===== config.mk =====
export PLATFORM = sky130hd
export DESIGN_NAME = timer_slot_table
export DESIGN_NICKNAME = d
export VERILOG_FILES = /design/src/rtl/tst_pkg.sv /design/src/rtl/tst_slot_mem.sv /design/src/rtl/timer_slot_table.sv
export SDC_FILE = /design/constraint.sdc
export NUM_CORES = 1
export LEC_CHECK = 0
export ABC_AREA = 1
export BUFFER_PORTS_ARGS = -buffer_cell sky130_fd_sc_hd__buf_2
export CAP_MARGIN = 10
export CORE_MARGIN = 2
export CORE_UTILIZATION = 60
export CTS_CLUSTER_DIAMETER = 80
export DETAILED_ROUTE_END_ITERATION = 8
export HOLD_SLACK_MARGIN = 0.12
export PLACE_DENSITY = 0.77
export SETUP_SLACK_MARGIN = 0.3
export SYNTH_ARGS = -nofsm -noshare
export SYNTH_HDL_FRONTEND = slang
export SYNTH_SLANG_ARGS = --single-unit

===== constraint.sdc =====
create_clock -name clock -period 7.2 [get_ports clock]
set_clock_uncertainty 0.15 [all_clocks]
set_input_delay 1.8 -clock clock [delete_from_list [all_inputs] [get_ports clock]]
set_output_delay 1.8 -clock clock [all_outputs]
set_load 0.01 [all_outputs]

===== src/rtl/tst_pkg.sv =====
// Shared types and constants for the timer slot table.
package tst_pkg;

   localparam int SLOT_COUNT = 10;
   localparam int NOW_W      = 32;
   localparam int SECS_W     = 12;
   localparam int TAG_W      = 16;
   localparam int SLOT_W     = 4;

   localparam logic [NOW_W-1:0]  US_PER_SECOND     = 32'd1000000;
   localparam logic [SECS_W-1:0] MAX_DELAY_SECONDS = 12'd2147;

   typedef struct packed {
      logic [NOW_W-1:0] deadline;
      logic [TAG_W-1:0] tag;
   } slot_type;

   // Inactive deadline, owner tag of minus one.
   localparam slot_type SLOT_RESET = '{deadline: '0, tag: '1};

endpackage


===== src/rtl/tst_slot_mem.sv =====
// Slot storage: synchronous memory with one read and one write port, valid bits per entry.
module tst_slot_mem #(
   parameter int DEPTH = tst_pkg::SLOT_COUNT,
   parameter int AW    = 4
) (
   input  logic               clock,
   input  logic               reset,
   input  logic               rd_en,
   input  logic [AW-1:0]      rd_addr,
   output tst_pkg::slot_type  rd_data,
   input  logic               wr_en,
   input  logic [AW-1:0]      wr_addr,
   input  tst_pkg::slot_type  wr_data
);

   tst_pkg::slot_type mem_ff [DEPTH];
   tst_pkg::slot_type rd_data_ff;
   logic [DEPTH-1:0]  vld_ff;
   logic              rd_vld_ff;

   always_ff @(posedge clock) begin
      if (wr_en) begin
         mem_ff[wr_addr] <= wr_data;
      end
      if (rd_en) begin
         rd_data_ff <= mem_ff[rd_addr];
      end
   end

   // Entries never written read back as the reset slot.
   always_ff @(posedge clock) begin
      if (reset) begin
         vld_ff    <= '0;
         rd_vld_ff <= 1'b0;
      end else begin
         if (wr_en) begin
            vld_ff[wr_addr] <= 1'b1;
         end
         if (rd_en) begin
            rd_vld_ff <= vld_ff[rd_addr];
         end
      end
   end

   assign rd_data = rd_vld_ff ? rd_data_ff : tst_pkg::SLOT_RESET;

endmodule


===== src/rtl/timer_slot_table.sv =====
// Timer slot table top level: command port, slot scan sequencer and result register.
//
// Usage: drive req_func, req_now_us, req_delay_seconds and req_tag with start high;
// the command word is taken at a clock edge where start is high and busy is low.
// Add (func 0) rearms the slot owning a positive tag, else takes the first slot
// whose deadline is before now, and answers with exactly one result word (last=1).
// Tick (func 1) reports every active slot whose deadline has passed, in slot
// order, clearing its deadline; the final report carries last=1. A tick with
// nothing expired gives no result word.
// Each result word sits on the rsp_ ports for one cycle, marked by rsp_strobe;
// the receiver cannot stall, so there is no back-pressure on the result side.
// The slot memory is read one entry per cycle, and a command keeps busy high from
// acceptance through the scan of all SLOT_COUNT entries and the finish step; the add
// answer and the last tick report show up the cycle busy falls. A new command is
// taken only once busy has fallen, as the scan holds the single read port.
// Reset (synchronous, active high) deactivates every slot and sets its owner tag
// to minus one; no sweep is needed, a command can be issued right after reset.
module timer_slot_table #(
   parameter int SLOT_COUNT = tst_pkg::SLOT_COUNT
) (
   input  logic                              clock,
   input  logic                              reset,
   input  logic                              start,
   output logic                              busy,
   input  logic                              req_func,
   input  logic        [tst_pkg::NOW_W-1:0]  req_now_us,
   input  logic        [tst_pkg::SECS_W-1:0] req_delay_seconds,
   input  logic signed [tst_pkg::TAG_W-1:0]  req_tag,
   output logic                              rsp_strobe,
   output logic                              rsp_kind,
   output logic                              rsp_found,
   output logic        [tst_pkg::SLOT_W-1:0] rsp_slot,
   output logic signed [tst_pkg::TAG_W-1:0]  rsp_fired_tag,
   output logic                              rsp_last
);

   localparam int AW = (SLOT_COUNT > 1) ? $clog2(SLOT_COUNT) : 1;
   localparam int SW = tst_pkg::SLOT_W;
   localparam int NW = tst_pkg::NOW_W;
   localparam logic [AW-1:0] LAST_IDX = AW'(SLOT_COUNT - 1);

   typedef enum logic [1:0] {
      ST_IDLE,
      ST_SCAN,
      ST_FINISH
   } state_type;

   state_type                  state_ff;
   logic                       func_ff;
   logic [NW-1:0]              now_ff;
   logic [NW-1:0]              delay_us_ff;
   logic [tst_pkg::TAG_W-1:0]  tag_ff;
   logic                       positive_ff;
   logic                       issue_ff;
   logic [AW-1:0]              rd_idx_ff;
   logic                       chk_vld_ff;
   logic [AW-1:0]              chk_idx_ff;
   logic                       match_hit_ff;
   logic [AW-1:0]              match_idx_ff;
   logic                       free_hit_ff;
   logic [AW-1:0]              free_idx_ff;
   logic                       pend_ff;
   logic [AW-1:0]              pend_slot_ff;
   logic [tst_pkg::TAG_W-1:0]  pend_tag_ff;
   logic                       rsp_strobe_ff;
   logic                       rsp_kind_ff;
   logic                       rsp_found_ff;
   logic [SW-1:0]              rsp_slot_ff;
   logic [tst_pkg::TAG_W-1:0]  rsp_tag_ff;
   logic                       rsp_last_ff;

   logic                       rd_en;
   tst_pkg::slot_type          entry;
   logic                       dl_before;
   logic                       tick_fire;
   logic                       tag_match;
   logic                       free_take;
   logic                       add_found;
   logic [AW-1:0]              add_pos;
   logic                       wr_en;
   logic [AW-1:0]              wr_addr;
   tst_pkg::slot_type          wr_data;
   logic [tst_pkg::SECS_W-1:0] secs_clamp;
   logic                       rsp_emit;

   assign busy = (state_ff != ST_IDLE);

   assign secs_clamp = (req_delay_seconds > tst_pkg::MAX_DELAY_SECONDS)
                       ? tst_pkg::MAX_DELAY_SECONDS : req_delay_seconds;

   assign rd_en     = (state_ff == ST_SCAN) && issue_ff;
   assign dl_before = entry.deadline < now_ff;
   assign tick_fire = chk_vld_ff && func_ff && (entry.deadline != '0) && dl_before;
   assign tag_match = chk_vld_ff && !func_ff && positive_ff && !match_hit_ff
                      && (entry.tag == tag_ff);
   assign free_take = chk_vld_ff && !func_ff && dl_before && !free_hit_ff;
   assign add_found = match_hit_ff || free_hit_ff;
   assign add_pos   = match_hit_ff ? match_idx_ff : free_idx_ff;

   // A word goes out on a held-back tick report or at the end of the scan.
   assign rsp_emit = ((state_ff == ST_SCAN) && tick_fire && pend_ff)
                     || ((state_ff == ST_FINISH) && (!func_ff || pend_ff));

   // Tick clears the deadline of the entry just read; add writes once the scan is over.
   assign wr_en   = tick_fire || ((state_ff == ST_FINISH) && !func_ff && add_found);
   assign wr_addr = tick_fire ? chk_idx_ff : add_pos;
   always_comb begin
      if (tick_fire) begin
         wr_data = '{deadline: '0, tag: entry.tag};
      end else begin
         wr_data = '{deadline: now_ff + delay_us_ff, tag: tag_ff};
      end
   end

   tst_slot_mem #(
      .DEPTH (SLOT_COUNT),
      .AW    (AW)
   ) u_slot_mem (
      .clock   (clock),
      .reset   (reset),
      .rd_en   (rd_en),
      .rd_addr (rd_idx_ff),
      .rd_data (entry),
      .wr_en   (wr_en),
      .wr_addr (wr_addr),
      .wr_data (wr_data)
   );

   always_ff @(posedge clock) begin
      if (reset) begin
         state_ff      <= ST_IDLE;
         issue_ff      <= 1'b0;
         chk_vld_ff    <= 1'b0;
         match_hit_ff  <= 1'b0;
         free_hit_ff   <= 1'b0;
         pend_ff       <= 1'b0;
         rsp_strobe_ff <= 1'b0;
         rsp_kind_ff   <= 1'b0;
         rsp_found_ff  <= 1'b0;
         rsp_slot_ff   <= '0;
         rsp_tag_ff    <= '0;
         rsp_last_ff   <= 1'b0;
      end else begin
         chk_vld_ff    <= rd_en;
         chk_idx_ff    <= rd_idx_ff;
         rsp_strobe_ff <= rsp_emit;
         case (state_ff)
            ST_IDLE: begin
               if (start) begin
                  func_ff      <= req_func;
                  now_ff       <= req_now_us;
                  delay_us_ff  <= NW'(secs_clamp) * tst_pkg::US_PER_SECOND;
                  tag_ff       <= req_tag;
                  positive_ff  <= !req_tag[tst_pkg::TAG_W-1] && (req_tag != '0);
                  rd_idx_ff    <= '0;
                  issue_ff     <= 1'b1;
                  match_hit_ff <= 1'b0;
                  free_hit_ff  <= 1'b0;
                  pend_ff      <= 1'b0;
                  state_ff     <= ST_SCAN;
               end
            end
            ST_SCAN: begin
               if (issue_ff) begin
                  if (rd_idx_ff == LAST_IDX) begin
                     issue_ff <= 1'b0;
                  end else begin
                     rd_idx_ff <= rd_idx_ff + AW'(1);
                  end
               end
               if (tag_match) begin
                  match_hit_ff <= 1'b1;
                  match_idx_ff <= chk_idx_ff;
               end
               if (free_take) begin
                  free_hit_ff <= 1'b1;
                  free_idx_ff <= chk_idx_ff;
               end
               // Hold each report back one hit so the final one can carry last.
               if (tick_fire) begin
                  if (pend_ff) begin
                     rsp_kind_ff   <= 1'b1;
                     rsp_found_ff  <= 1'b0;
                     rsp_slot_ff   <= SW'(pend_slot_ff);
                     rsp_tag_ff    <= pend_tag_ff;
                     rsp_last_ff   <= 1'b0;
                  end
                  pend_ff      <= 1'b1;
                  pend_slot_ff <= chk_idx_ff;
                  pend_tag_ff  <= entry.tag;
               end
               if (chk_vld_ff && (chk_idx_ff == LAST_IDX)) begin
                  state_ff <= ST_FINISH;
               end
            end
            ST_FINISH: begin
               if (!func_ff) begin
                  rsp_kind_ff   <= 1'b0;
                  rsp_found_ff  <= add_found;
                  rsp_slot_ff   <= add_found ? SW'(add_pos) : '0;
                  rsp_tag_ff    <= add_found ? tag_ff : '0;
                  rsp_last_ff   <= 1'b1;
               end else if (pend_ff) begin
                  rsp_kind_ff   <= 1'b1;
                  rsp_found_ff  <= 1'b0;
                  rsp_slot_ff   <= SW'(pend_slot_ff);
                  rsp_tag_ff    <= pend_tag_ff;
                  rsp_last_ff   <= 1'b1;
               end
               pend_ff  <= 1'b0;
               state_ff <= ST_IDLE;
            end
            default: begin
               state_ff <= ST_IDLE;
            end
         endcase
      end
   end

   assign rsp_strobe    = rsp_strobe_ff;
   assign rsp_kind      = rsp_kind_ff;
   assign rsp_found     = rsp_found_ff;
   assign rsp_slot      = rsp_slot_ff;
   assign rsp_fired_tag = rsp_tag_ff;
   assign rsp_last      = rsp_last_ff;

endmodule


# Yosys cells after proc, flatten, opt, wreduce, memory -nomap -nowiden
# Memory sizes are Yosys's and may differ from the RTL's. A register that Yosys moved wholly into a read port is not among the register bits.
# Cells that the tools add are included.
[word_totals]
ram_bits = 480
in_bits = 64
latch_bits = 0
ff_bits = 154
n_memories = 1
out_inout_bits = 25
rom_bits = 0
word_cells = 147
[memory_table]
columns = ["memory", "depth", "width", "rd", "rd_clocked_by_memory_dff", "write_ports", "line", "text"]
rows = [
  ["u_slot_mem.mem_ff", 10, 48, 1, 1, 1, "tst_slot_mem.sv:16", "tst_pkg::slot_type mem_ff [DEPTH];"],
]
[op_classes]
eq_ne = 14
muxes = 52
n_shift = 0
magnitude_cmp = 5
n_mul = 1
addsub = 2
div = 0
reduce_logical = 45
n_bitwise = 2
[op_table]
columns = ["op", "n"]
rows = [
  ["2-to-1 mux 48 bit", 2],
  ["2-to-1 mux 16 bit", 4],
  ["2-to-1 mux 4 bit", 9],
  ["adder 32 bit", 1],
  ["< comparator 32 bit", 1],
  ["case mux 16 bit (2 select lines)", 1],
  ["nonzero test 32 bit", 1],
  ["multiplier 12 x 14 -> 26 bit (second input constant)", 1],
  ["2-to-1 mux 1 bit", 21],
  ["AND reduction 3 bit", 7],
  ["logical AND 1 bit", 18],
  ["== test 16 bit", 1],
  ["case mux 4 bit (2 select lines)", 2],
  ["nonzero test 16 bit", 1],
  ["inequality test 2 bit (second input constant)", 7],
  ["> comparator 12 bit (second input constant)", 1],
  ["2-to-1 mux 12 bit", 1],
  ["case mux 1 bit (2 select lines)", 6],
  ["< comparator 4 x 5 -> 1 bit (second input constant)", 2],
  ["bitwise OR 10 bit", 1],
  ["== test 4 bit (second input constant)", 2],
  ["AND reduction 2 bit", 3],
  ["nonzero test 2 bit", 3],
  ["AND reduction 5 bit", 1],
  ["17 further kinds", 24],
]

# Longest topological paths before layout
# Gate-level depths: netlist (run 1).
[logic_depth]
word_depth = 10
ltp_mapped = 25
depth_no_buf = 25

# By module
# From an unflattened synthesis (run 1), not the netlist that was laid out.
[unflattened]
hier_cells = 2920
area_unflattened_um2 = 32001.9
[by_module_without_submodules]
columns = ["mod", "area_each_um2", "seq_area_each_um2", "cells_per_inst", "instances"]
rows = [
  ["tst_slot_mem", 21149.0, 16075.4, 1677, 1],
  ["timer_slot_table", 10852.9, 3983.8, 1243, 1],
]

# Worst setup path before layout (run 1)
# No wires, ideal clock.
[synth_path]
path_type = "input-to-reg"
from = "in req_delay_seconds[3] (netlist name)"
to = "reg delay_us_ff[30] (data pin)"
setup_time_ps = 258
setup_slack_ps = 501
stages = 25
n_path_buf = 0
arrival_ps = 6291
required_ps = 6792
path_cell_list = "o311ai_1 > nand4_1 > nand2_1 > inv_1 > nor2_2 > inv_1 > nor2_1 > nor2_1 > xor2_1 > inv_1 > ha_1 > fa_1 > fa_1 > inv_1 > fa_1 > inv_1 > ha_1 > nand2_1 > nor4_1 > nand3_1 > nand3_1 > a21oi_1 > nor2_1 > nor2_1 > xnor2_1"
[synth_via]
elab_chain_len = 3
[synth_rtl]
columns = ["item", "line", "text"]
rows = [
  ["start, declared", "timer_slot_table.sv:27", "input logic [tst_pkg::SECS_W-1:0] req_delay_seconds,"],
  ["> comparator 12 bit", "timer_slot_table.sv:88", "assign secs_clamp = (req_delay_seconds > tst_pkg::MAX_DELAY_SECONDS)"],
  ["2-to-1 mux 12 bit *", "timer_slot_table.sv:89", "? tst_pkg::MAX_DELAY_SECONDS : req_delay_seconds;"],
  ["multiplier 12 x 14 -> 26 bit *", "timer_slot_table.sv:152", "delay_us_ff <= NW'(secs_clamp) * tst_pkg::US_PER_SECOND;"],
  ["end signal, assigned", "timer_slot_table.sv:152", ""],
  ["end, declared", "timer_slot_table.sv:51", "logic [NW-1:0] delay_us_ff;"],
]
# Mark *: on every way between the ends. The rest lies on a longest branch, timed or not.
# A chain may end at the register's enable or synchronous reset.

# Worst setup path after layout (run 1)
# Ends and elaborated chain as after synthesis.

==> results of run 1 <==
==> report_power, final <==
group / internal (mW) / switching [mW] / total, mW
registers: 4.72 / 0.0406 / 4.76
clock network: 2.05 / 1.46 / 3.51
logic: 0.567 / 1.21 / 1.77
total: 7.33 / 2.71 / 10.0
==> logic make-up (layout without fill, tap and decap cells) <==
group	count (synthesis)	count (layout)	share of synthesized area (%)
other cells	2	2	0.0240
buf+inv	392	513	4.94
fa+ha+maj	170	170	7.56
simple gates	714	714	9.43
flops	682	682	64.2
compound gates	649	649	12.2
xor+xnor	59	59	1.65
==> synthesized netlist by cell type, drive strengths merged (2+ instances only) <==
| cell | number | area (um^2) |
|---|---|---|
| edfxtp | 640 | 19200 |
| o221ai | 48 | 420 |
| xor2 | 46 | 403 |
| or2 | 18 | 113 |
| nor2 | 405 | 1560 |
| o22ai | 51 | 319 |
| o21ai | 365 | 1830 |
| o32ai | 20 | 175 |
| nand3 | 36 | 213 |
| a211oi | 3 | 22.5 |
| nand4 | 10 | 62.6 |
| a31oi | 6 | 37.5 |
| o2111ai | 2 | 17.5 |
| nand2 | 221 | 850 |
| inv | 259 | 972 |
| dfxtp | 42 | 841 |
| nor3 | 14 | 85.1 |
| ha | 139 | 1740 |
| fa | 31 | 621 |
| xnor2 | 13 | 114 |
| conb | 2 | 7.51 |
| o21bai | 3 | 22.5 |
| nor4 | 9 | 56.3 |
| clkbuf | 100 | 375 |
| a21o | 4 | 30.0 |
| a31o | 5 | 43.8 |
| a221oi | 2 | 17.5 |
| a21oi | 86 | 460 |
| buf | 26 | 168 |
| clkinv | 7 | 26.3 |
| o211ai | 50 | 375 |
==> worst min-delay path: cells and delay by family (launching register included) <==
family          cells  cell delay (ns)
flops               1             0.31
buf+inv             1             0.05
compound gates      1             0.05
==> flip-flops by register name, indices dropped and copies added, names as in the netlist, 2 cells and up <==
register and flops:
pend_slot_ff 4, match_idx_ff 4, u_slot_mem.vld_ff 10, chk_idx_ff 4, now_ff 32, rsp_fired_tag 16
pend_tag_ff 16, state_ff 2, u_slot_mem.mem_ff 480, delay_us_ff 26, rsp_slot 4, tag_ff 16
rd_idx_ff 4, u_slot_mem.rd_data_ff 48, free_idx_ff 4
==> area by class of cell <==
cell class                 count  share of cell area [%]
timing repair buffer         128                    2.22
clock inverter                38                    1.18
tap                          680                    2.46
inverter                     266                    2.94
multi-input combinational   1594                    28.0
sequential                   682                    58.1
clock buffer                  81                    5.13
==> path summary, 6_finish.rpt <==
kind | from | endpoint | slack (ns) | depth (start not counted)
setup / recovery | req_delay_seconds[3] | delay_us_ff[30]$_DFFE_PP_ | 0.69 | 26
hold / removal | u_slot_mem.vld_ff[4]$_SDFFE_PP0N_ | u_slot_mem.vld_ff[4]$_SDFFE_PP0N_ | 0.30 | 2
setup reg to reg | u_slot_mem.rd_vld_ff$_SDFFE_PP0P_ | u_slot_mem.mem_ff[4][31]$_DFFE_PP_ | 2.15 | 16
hold reg to reg | u_slot_mem.vld_ff[4]$_SDFFE_PP0N_ | u_slot_mem.vld_ff[4]$_SDFFE_PP0N_ | 0.30 | 2
==> metal layers <==
layer / global-route usage (%) / routed length [um] / part of all wire, % / vias up
met3: 4.47 / 5760 / 7.7 / 212
met5: 0 / 0 / 0 / -
met4: 14.2 / 3570 / 4.8 / 0
met1: 34.4 / 27700 / 37 / 10400
met2: 48.5 / 38000 / 51 / 1068
li1: - / - / - / 9637
==> results.md, run 1 <==
* Cells after DPL at between 3000 and 4000
* Kind of critical path: in -> reg
* Fmax at between 0.15 and 0.2 GHz
* Filler cells at 3509
* DR vias/cell at ~6.1
* CTS tree: done
* CP arrival at between 6 and 7 ns
* Sequential area share after synthesis at around 64%
* Root buffer cell: clkbuf_16
* Peak supply drop at 276 uV
* Post_cts resized at 0
* Tmin final at roughly 6.5 ns
* Type of origin of the critical path: input pin
* Cell area after synthesis at ~31000 um^2
* # Post-CTS Setup Buffers at 0
* Die ar. at roughly 54000 um^2
* Remaining DRCs at 0
* Nets at 2973
* Initial DRC count at ~2500
* Die H at ~230 um
* Wire per inst at between 20 and 25 um
* Final setup fails at 0
* # diodes at 0
* Final instance area at approximately 35000 um^2
* GR Util All Layers at around 28%
* Core Region at about 51000 um^2
* Largest net degree at the start of global routing at slightly below 100
* GP Congestion at 0.950
* Setup TNS at 0 ns
* Commonest non-fill, non-tap cell in the layout: edfxtp_1
* Clock buffer depth at 3
* Family with the most delay on the worst path: adder cells
* Max_cap viols at 0
* Syn nets at 2902
* Clk sink count at approximately 700
* Worst path buffer plus inverter count at 6
* Mapped Cells at about 2700
* CP Capture Type: flip-flop
* Syn-to-layout area delta at 10.5%
* TritonCTS Buffers at 67
* Total power at approximately 10 mW
* Fraction of layout cells with a size suffix above 1 at between 10% and 20%
* CP required at 7.41 ns
* Starting Density at between 60 and 70%
* Max_slew headroom at 16.1%
* #FFs+latches synth at just under 700
* Syn Area/Cell at 11.7 um^2
* Fin cells at roughly 3500
* Ys Warns at 0
* Final hold slack at around 0.3 ns
* Final hold violations at 0
* Top FF cell, synth: edfxtp_1
* Pwr dens at 291 nW/um^2
* # IOs at around 90
* Async S/R FF share, synth at 0%
* Antenna Nets Post-Route at 0
* Status: complete, no violations
* Drt total wl at 75.0 mm
* LEAKAGE at 13.1 nW
* Worst skew pair latency at between 0.6 and 0.7 ns
* Vias at ~21000
* Cell Area, Placed at between 30000 and 40000 um^2
* Register area at roughly 20000 um^2
* Synth cell types at 52
* Pre-Repair DR Iteration Count at 6
* Post-place setup slack at approximately 0.057 ns
* Clk slew on worst S/H paths at approximately 0.060 ns
* Fin util at between 60% and 70%
* Chip Width at 232 um
* CP max FO at 8
* PnR worst setup slack at between 0.6 and 0.7 ns
* Worst slew pin tran at 1.25 ns
* Max-slew violation count at 0
* Port-buffer cells at around 90
* Commonest non-fill, non-tap cells in the layout: edfxtp_1 (640), nor2_1 (394), o21ai_0 (361), inv_1 (239), nand2_1 (215)
* Crit path max-delay cell type: fa_1
* CP max stage delay at roughly 0.55 ns
* Total congestion overflow at 0
* Cell mode on critical path: inv_1
* H-tree levels at 3
* Global-route wire length before repair at roughly 120 mm
* RSZ-0062 raised after global routing: false
* Multi-input gate area at 9660 um^2
* Rows at just over 80
* Crit share post-route at 90.4%
* Vias in the first global route at 21200
* HPWL after DPL at between 40 and 50 mm
* Worst Hold Class: reg -> reg
* Number of flops mapped to enable cells by yosys at 640
* Initial antenna violation count at 0
* Hold-fix buffers, CTS at 0
Power figures use the tool's default switching activity.
==> run 2: changes to the inputs <==
--- a/config.mk
+++ b/config.mk
@@ -9,11 +9,11 @@
 export BUFFER_PORTS_ARGS = -buffer_cell sky130_fd_sc_hd__buf_2
 export CAP_MARGIN = 10
 export CORE_MARGIN = 2
-export CORE_UTILIZATION = 60
+export CORE_UTILIZATION = 63
 export CTS_CLUSTER_DIAMETER = 80
 export DETAILED_ROUTE_END_ITERATION = 8
 export HOLD_SLACK_MARGIN = 0.12
-export PLACE_DENSITY = 0.77
+export PLACE_DENSITY = 0.8
 export SETUP_SLACK_MARGIN = 0.3
 export SYNTH_ARGS = -nofsm -noshare
 export SYNTH_HDL_FRONTEND = slang
==> run 2 against run 1 <==
Compared with the run above:
- non-clock buffer count grew 3
- clock-buffer cell count grew 9
- worst hold slack lost 0.0014 ns
- sequential cell count is the same
- sequential share of layout area shrank 0.067 points
- first-iteration DRC count shrank 9.0%
- via count shrank 0.79%
- sequential power is essentially flat
- clock power is essentially flat
- die area shrank 4.7%
- critical path depth is the same
- worst setup slack lost 0.0044 ns
==> results.md, run 2 (same netlist as run 1, synthesis figures left out) <==
* Pre-Repair DR Iteration Count at 5 (was 6)
* CP max stage delay at 0.55 ns (about the same)
* Max_cap viols at 0 (unchanged)
* Die ar. at 51400 um^2 (was 53900 um^2)
* Pwr dens at 290 nW/um^2 (was 291 nW/um^2)
* Die H at 227 um (was 232 um)
* CP arrival at 6.71 ns (about the same)
* Worst slew pin tran at 1.22 ns (was 1.25 ns)
* Multi-input gate area at 9660 um^2 (about the same)
* Worst R2R Setup Slack at 1.93 ns (was 2.15 ns)
* Nets at 2978 (was 2973)
* Register with the most flip-flops: u_slot_mem.mem_ff (unchanged)
* Hold Path Cell Cnt at 2 (unchanged)
* # IOs at 89 (unchanged)
* Rows at 81 (was 83)
* Vias at 21100 (was 21300)
* Sw power at 2.70 mW (was 2.71 mW)
* Share of total power in the clock network at 34.9% (was 35.0%)
* CP required at 7.40 ns (was 7.41 ns)
* Final setup fails at 0 (unchanged)
* Filler cells at 3344 (was 3509)
* Largest net degree at the start of global routing at 137 (was 97)
* TritonCTS Buffers at 69 (was 67)
* Total congestion overflow at 0 (unchanged)
* Initial antenna violation count at 0 (unchanged)
* Beginning of the worst hold path: u_slot_mem.vld_ff[0]$_SDFFE_PP0N_ (was u_slot_mem.vld_ff[4]$_SDFFE_PP0N_)
* WHS Endpoint: u_slot_mem.vld_ff[0]$_SDFFE_PP0N_ (was u_slot_mem.vld_ff[4]$_SDFFE_PP0N_)
* CP max FO at 8 (unchanged)
* Clk sink count at 682 (unchanged)
* Hold-fix buffers, CTS at 0 (unchanged)
* CTS tree: done (unchanged)
* DR vias/cell at 6.10 (was 6.14)
* R2R depth at 17 (was 16)
* Clock buffer depth at 3 (unchanged)
* Clk slew on worst S/H paths at 0.06 ns (about the same)
* GP Congestion at 0.911 (was 0.950)
* Top flop regs: u_slot_mem.mem_ff (480), u_slot_mem.rd_data_ff (48), now_ff (32) (unchanged)
* Cell mode on critical path: inv_1 (unchanged)
* Crit path max-delay cell type: fa_1 (unchanged)
* Crit share post-route at 90.4% (about the same)
* Reg2reg end: u_slot_mem.mem_ff[4][36]$_DFFE_PP_ (was u_slot_mem.mem_ff[4][31]$_DFFE_PP_)
* Root buffer cell: clkbuf_16 (unchanged)
* Vias in the first global route at 21000 (was 21200)
* Max_slew headroom at 17.5% (was 16.1%)
* Max-slew violation count at 0 (unchanged)
* Final instance area at 34600 um^2 (was 34500 um^2)
* Fin util at 70.6% (was 67.2%)
* Status: complete, no violations (unchanged)
* Port-buffer cells at 88 (unchanged)
* Cell Area, Placed at 32300 um^2 (unchanged)
* Commonest non-fill, non-tap cells in the layout: edfxtp_1 (640), nor2_1 (394), o21ai_0 (361), inv_1 (239), nand2_1 (215) (unchanged)
* RSZ-0062 raised after global routing: false (unchanged)
* Combinational power share at 17.7% (was 17.6%)
* Commonest non-fill, non-tap cell in the layout: edfxtp_1 (unchanged)
* CP Capture Type: flip-flop (unchanged)
* # diodes at 0 (unchanged)
* Global-route wire length before repair at 114 mm (was 116 mm)
* Syn-to-layout area delta at 10.7% (was 10.5%)
* Drt total wl at 74.5 mm (was 75.0 mm)
* Starting Density at 63.8% (was 60.8%)
* Wire per inst at 21.5 um (was 21.6 um)
* Register area at 20100 um^2 (unchanged)
* Antenna Nets Post-Route at 0 (unchanged)
* GR Util All Layers at 29.5% (was 28.2%)
* Fraction of layout cells with a size suffix above 1 at 10.9% (was 10.6%)
* Final hold violations at 0 (unchanged)
* Max reg flops at 480 (unchanged)
* Kind of critical path: in -> reg (unchanged)
* Remaining DRCs at 0 (unchanged)
* Fmax at 0.154 GHz (about the same)
* RR Startpoint: u_slot_mem.rd_vld_ff$_SDFFE_PP0P_ (unchanged)
* Core Region at 49000 um^2 (was 51400 um^2)
* Setup TNS at 0 ns (unchanged)
* Peak supply drop at 296 uV (was 276 uV)
* LEAKAGE at 13.2 nW (was 13.1 nW)
* Sw frac at 26.9% (was 27.0%)
* Worst Hold Class: reg -> reg (unchanged)
* Worst skew pair latency at 0.61 ns (was 0.62 ns)
* Chip Width at 227 um (was 232 um)
* Initial DRC count at 2299 (was 2525)
* HPWL after DPL at 44.4 mm (was 44.2 mm)
* Part of the power in registers at 47.4% (about the same)
* Internal cell power at 7.33 mW (about the same)
* Tmin final at 6.51 ns (about the same)
* Type of origin of the critical path: input pin (unchanged)
* H-tree levels at 3 (unchanged)
==> run 2: cell count changes in the layout (fill, tap and decap cells not counted), moves of 3 or more <==
cell       before  now
buf_4          38   41
bufinv_16       8    5
clkbuf_1       12   15
clkbuf_16      69   72
clkbuf_8        0    3
clkinv_1       21   15
==> run 2: repair_timing <==
action | CTS | global route
buffers inserted | 0 | 0
setup endpoints to repair | 0 | 2
gates resized for setup | 0 | 2
endpoints found under the hold margin | 0 | 0
==> run 2: final cells by class <==
| type | instances | share of cell area, % |
|---|---|---|
| flip-flops and latches | 682 | 58.0 |
| repair buffers | 131 | 2.28 |
| clock inverters | 32 | 0.909 |
| inverters | 266 | 2.93 |
| multi-input cells | 1594 | 28.0 |
| clock buffers | 90 | 5.49 |
| well taps | 664 | 2.40 |
==> run 2: metrics by stage <==
step | setup WS [ns] | power [mW] | hold slack [ns] | instances
3_5_place_dp | 0.0131 | 6.58 | 0.290 | 3337
6_report | 0.690 | 10.0 | 0.300 | 3459
3_3_place_gp | 0.184 | 6.51 | 0.284 | 3337
5_1_grt | 0.318 | 10.4 | 0.327 | 3459
2_1_floorplan | 0.501 | 6.09 | 0.274 | 2668
4_1_cts | 0.616 | 10.0 | 0.299 | 3459
==> run 2: power by group through the flow <==
stage / logic (mW) / clock network [mW] / registers (mW)
floorplan: 1.27 / 0 / 4.82
global placement: 1.67 / 0 / 4.84
detailed placement: 1.74 / 0 / 4.84
CTS: 1.76 / 3.52 / 4.76
global route: 2.01 / 3.68 / 4.76
finish: 1.78 / 3.51 / 4.75
==> run 2: how the worst max path moves through the flow <==
stage	slack, ns	startpoint	endpoint	cells past startpoint
global placement	0.18	req_delay_seconds[3]	delay_us_ff[30]$_DFFE_PP_	22
detailed placement	0.01	req_delay_seconds[3]	delay_us_ff[30]$_DFFE_PP_	26
CTS	0.62	req_delay_seconds[3]	delay_us_ff[30]$_DFFE_PP_	26
floorplan	0.50	req_delay_seconds[3]	delay_us_ff[30]$_DFFE_PP_	25
finish	0.69	req_delay_seconds[3]	delay_us_ff[30]$_DFFE_PP_	26
global route	0.32	req_delay_seconds[3]	delay_us_ff[30]$_DFFE_PP_	26
==> run 2: worst max-delay path: cells and delay by family <==
family,cells,cell delay (ns)
AOI/OAI and AO/OA,2,0.38
xor gates and xnor gates,2,0.25
adders and majority gates,5,2.23
buffers and inverters,6,0.50
and+or+nand+nor,11,1.54
==> run 2: metal layers <==
layer  global-route usage (%)  share of wire [%]
met1                     35.8                 37
met2                     51.4                 51
met3                     4.51                7.3
met4                     15.2                4.8
met5                        0                  0
==> run 3: changes to the inputs <==
==> constraint.sdc (replaced) <==
create_clock -name clock -period 7.2 [get_ports clock]
set_clock_uncertainty 0.15 [all_clocks]
set_input_delay 1.44 -clock clock [delete_from_list [all_inputs] [get_ports clock]]
set_output_delay 1.44 -clock clock [all_outputs]
set_load 0.01 [all_outputs]
==> run 3 against run 2 <==
Compared with the run above:
- worst hold slack better by 0.011 ns
- combinational power hardly changed
- critical path type unchanged
- largest power group unchanged
- die area stayed put
- routed wire length is 0.66% lower
- design area is 0.29% lower
- largest cell class unchanged
- total power is 1.1% lower
- sequential power hardly changed
- cell count hardly changed
- non-clock buffer count is 4 lower
==> results.md, run 3 (same netlist as run 1, synthesis figures left out) <==
* Total congestion overflow at 0 (unchanged)
* Pwr dens at 288 nW/um^2 (was 290 nW/um^2)
* HPWL after DPL at 43.4 mm (was 44.4 mm)
* Vias at 21100 (about the same)
* Nets at 2975 (was 2978)
* Hold-fix buffers, CTS at 0 (unchanged)
* RSZ-0062 raised after global routing: false (unchanged)
* Top flop regs: u_slot_mem.mem_ff (480), u_slot_mem.rd_data_ff (48), now_ff (32) (unchanged)
* Chip Width at 227 um (unchanged)
* Worst path buffer plus inverter count at 4 (was 6)
* # diodes at 0 (unchanged)
* Global-route wire length before repair at 114 mm (about the same)
* Port-buffer cells at 88 (unchanged)
* Final hold violations at 0 (unchanged)
* Filler cells at 3316 (was 3344)
* Register with the most flip-flops: u_slot_mem.mem_ff (unchanged)
* Max reg flops at 480 (unchanged)
* Type of origin of the critical path: input pin (unchanged)
* Post_cts resized at 0 (unchanged)
* Cell Area, Placed at 32300 um^2 (about the same)
* Final setup fails at 0 (unchanged)
* CP max FO at 8 (unchanged)
* Rows at 81 (unchanged)
* Starting Density at 63.8% (unchanged)
* Fin util at 70.4% (was 70.6%)
* DR vias/cell at 6.11 (was 6.10)
* LEAKAGE at 13.1 nW (was 13.2 nW)
* Family with the most delay on the worst path: adder cells (unchanged)
* Die ar. at 51400 um^2 (unchanged)
* Kind of critical path: in -> reg (unchanged)
* CTS tree: done (unchanged)
* Tmin final at 6.27 ns (was 6.51 ns)
* Initial DRC count at 2276 (was 2299)
* Root buffer cell: clkbuf_16 (unchanged)
* Commonest non-fill, non-tap cells in the layout: edfxtp_1 (640), nor2_1 (394), o21ai_0 (361), inv_1 (239), nand2_1 (215) (unchanged)
* Pre-Repair DR Iteration Count at 6 (was 5)
* TritonCTS Buffers at 70 (was 69)
* Initial antenna violation count at 0 (unchanged)
* Max_cap viols at 0 (unchanged)
* Setup TNS at 0 ns (unchanged)
* Worst Hold Class: reg -> reg (unchanged)
* Max-slew violation count at 0 (unchanged)
* Die H at 227 um (unchanged)
* GP Congestion at 0.911 (about the same)
* GRT busiest layer: met2 (unchanged)
* # Post-CTS Setup Buffers at 0 (unchanged)
* H-tree levels at 3 (unchanged)
* Vias in the first global route at 21100 (was 21000)
* Met2 usage at 50.9% (was 51.4%)
* Met1 Track Usage GR at 35.9% (was 35.8%)
* Antenna Nets Post-Route at 0 (unchanged)
* Clk slew on worst S/H paths at 0.06 ns (about the same)
* Critical path, cell by cell: buf_2 > o311ai_1 > nand4_1 > nand2_1 > inv_1 > or2_2 > ha_1 > fa_1 > inv_1 > fa_1 > fa_1 > inv_1 > ha_1 > ha_1 > nand2_1 > nor4_1 > nand3_1 > nand3_1 > a21oi_1 > nor2_1 > nor2_1 > xnor2_1
* CP required at 7.39 ns (was 7.40 ns)
* Crit share post-route at 87.1% (was 90.4%)
* Fmax at 0.159 GHz (was 0.154 GHz)
* GR Util All Layers at 29.4% (was 29.5%)
* # IOs at 89 (unchanged)
* CP Capture Type: flip-flop (unchanged)
* Drt total wl at 74.0 mm (was 74.5 mm)
* CP arrival at 6.46 ns (was 6.71 ns)
* Worst slew pin tran at 1.19 ns (was 1.22 ns)
* Final instance area at 34500 um^2 (was 34600 um^2)
* Wire per inst at 21.4 um (was 21.5 um)
* Multi-input gate area at 9650 um^2 (was 9660 um^2)
* Core Region at 49000 um^2 (unchanged)
* Commonest non-fill, non-tap cell in the layout: edfxtp_1 (unchanged)
* Fraction of layout cells with a size suffix above 1 at 10.7% (was 10.9%)
* Remaining DRCs at 0 (unchanged)
* Worst skew pair latency at 0.61 ns (about the same)
* Max_slew headroom at 20.7% (was 17.5%)
* Largest net degree at the start of global routing at 249 (was 137)
* Status: complete, no violations (unchanged)
* CP max stage delay at 0.55 ns (about the same)
* GR Util met3 at 4.29% (was 4.51%)
* Peak supply drop at 282 uV (was 296 uV)
* Syn-to-layout area delta at 10.4% (was 10.7%)
* Crit path max-delay cell type: fa_1 (unchanged)
* Clock buffer depth at 3 (unchanged)
* Clk sink count at 682 (unchanged)
* Register area at 20100 um^2 (unchanged)
==> run 3: cell count changes in the layout (fill, tap and decap cells not counted), sizes merged <==
cell / delta
clkinvlp: +1
clkinv: +4
inv: -1
buf: -5
bufinv: -2
==> run 3: worst paths after layout <==
path	start	end	slack [ns]	depth (start not counted)
worst max register to register	u_slot_mem.rd_vld_ff$_SDFFE_PP0P_	u_slot_mem.mem_ff[2][36]$_DFFE_PP_	2.06	19
worst min register to register	u_slot_mem.vld_ff[7]$_SDFFE_PP0N_	u_slot_mem.vld_ff[7]$_SDFFE_PP0N_	0.31	2
worst min-delay path	u_slot_mem.vld_ff[7]$_SDFFE_PP0N_	u_slot_mem.vld_ff[7]$_SDFFE_PP0N_	0.31	2
worst max-delay path	req_delay_seconds[3]	delay_us_ff[30]$_DFFE_PP_	0.93	22
==> run 3: metal layers <==
layer	share of wire (%)	vias up
li1	-	9643
met1	37	10300
met2	50	978
met3	7.4	229
met4	5.0	0
met5	0	-
==> run 3: stage by stage <==
stage               power [mW]  cells  setup WS, ns  hold WS [ns]
finish                    9.93   3456         0.930         0.311
global route              10.3   3456         0.306         0.324
CTS                       9.95   3455         0.913         0.309
detailed placement        6.58   3332         0.284         0.299
global placement          6.51   3332         0.394         0.282
floorplan                 6.09   2668         0.861         0.274
==> run 3: final cells by class <==
type	instances	area share (%)
sequential	682	58.2
multi-input combinational	1594	28.0
clock buffer	89	5.41
inverter	266	2.94
tap	664	2.41
timing repair buffer	127	2.24
clock inverter	34	0.817
==> run 3: report_power, final <==
part / internal [mW] / total (mW) / leakage [nW] / switching (mW)
Sequential: 4.72 / 4.76 / 6.12 / 0.0375
Clock: 1.95 / 3.41 / 1.05 / 1.47
Combinational: 0.569 / 1.76 / 5.96 / 1.19
==> run 3: worst min-delay path: stages (launching register included) <==
cell and delay, ns:
dfxtp_1 0.31, inv_1 0.06, a21oi_2 0.05
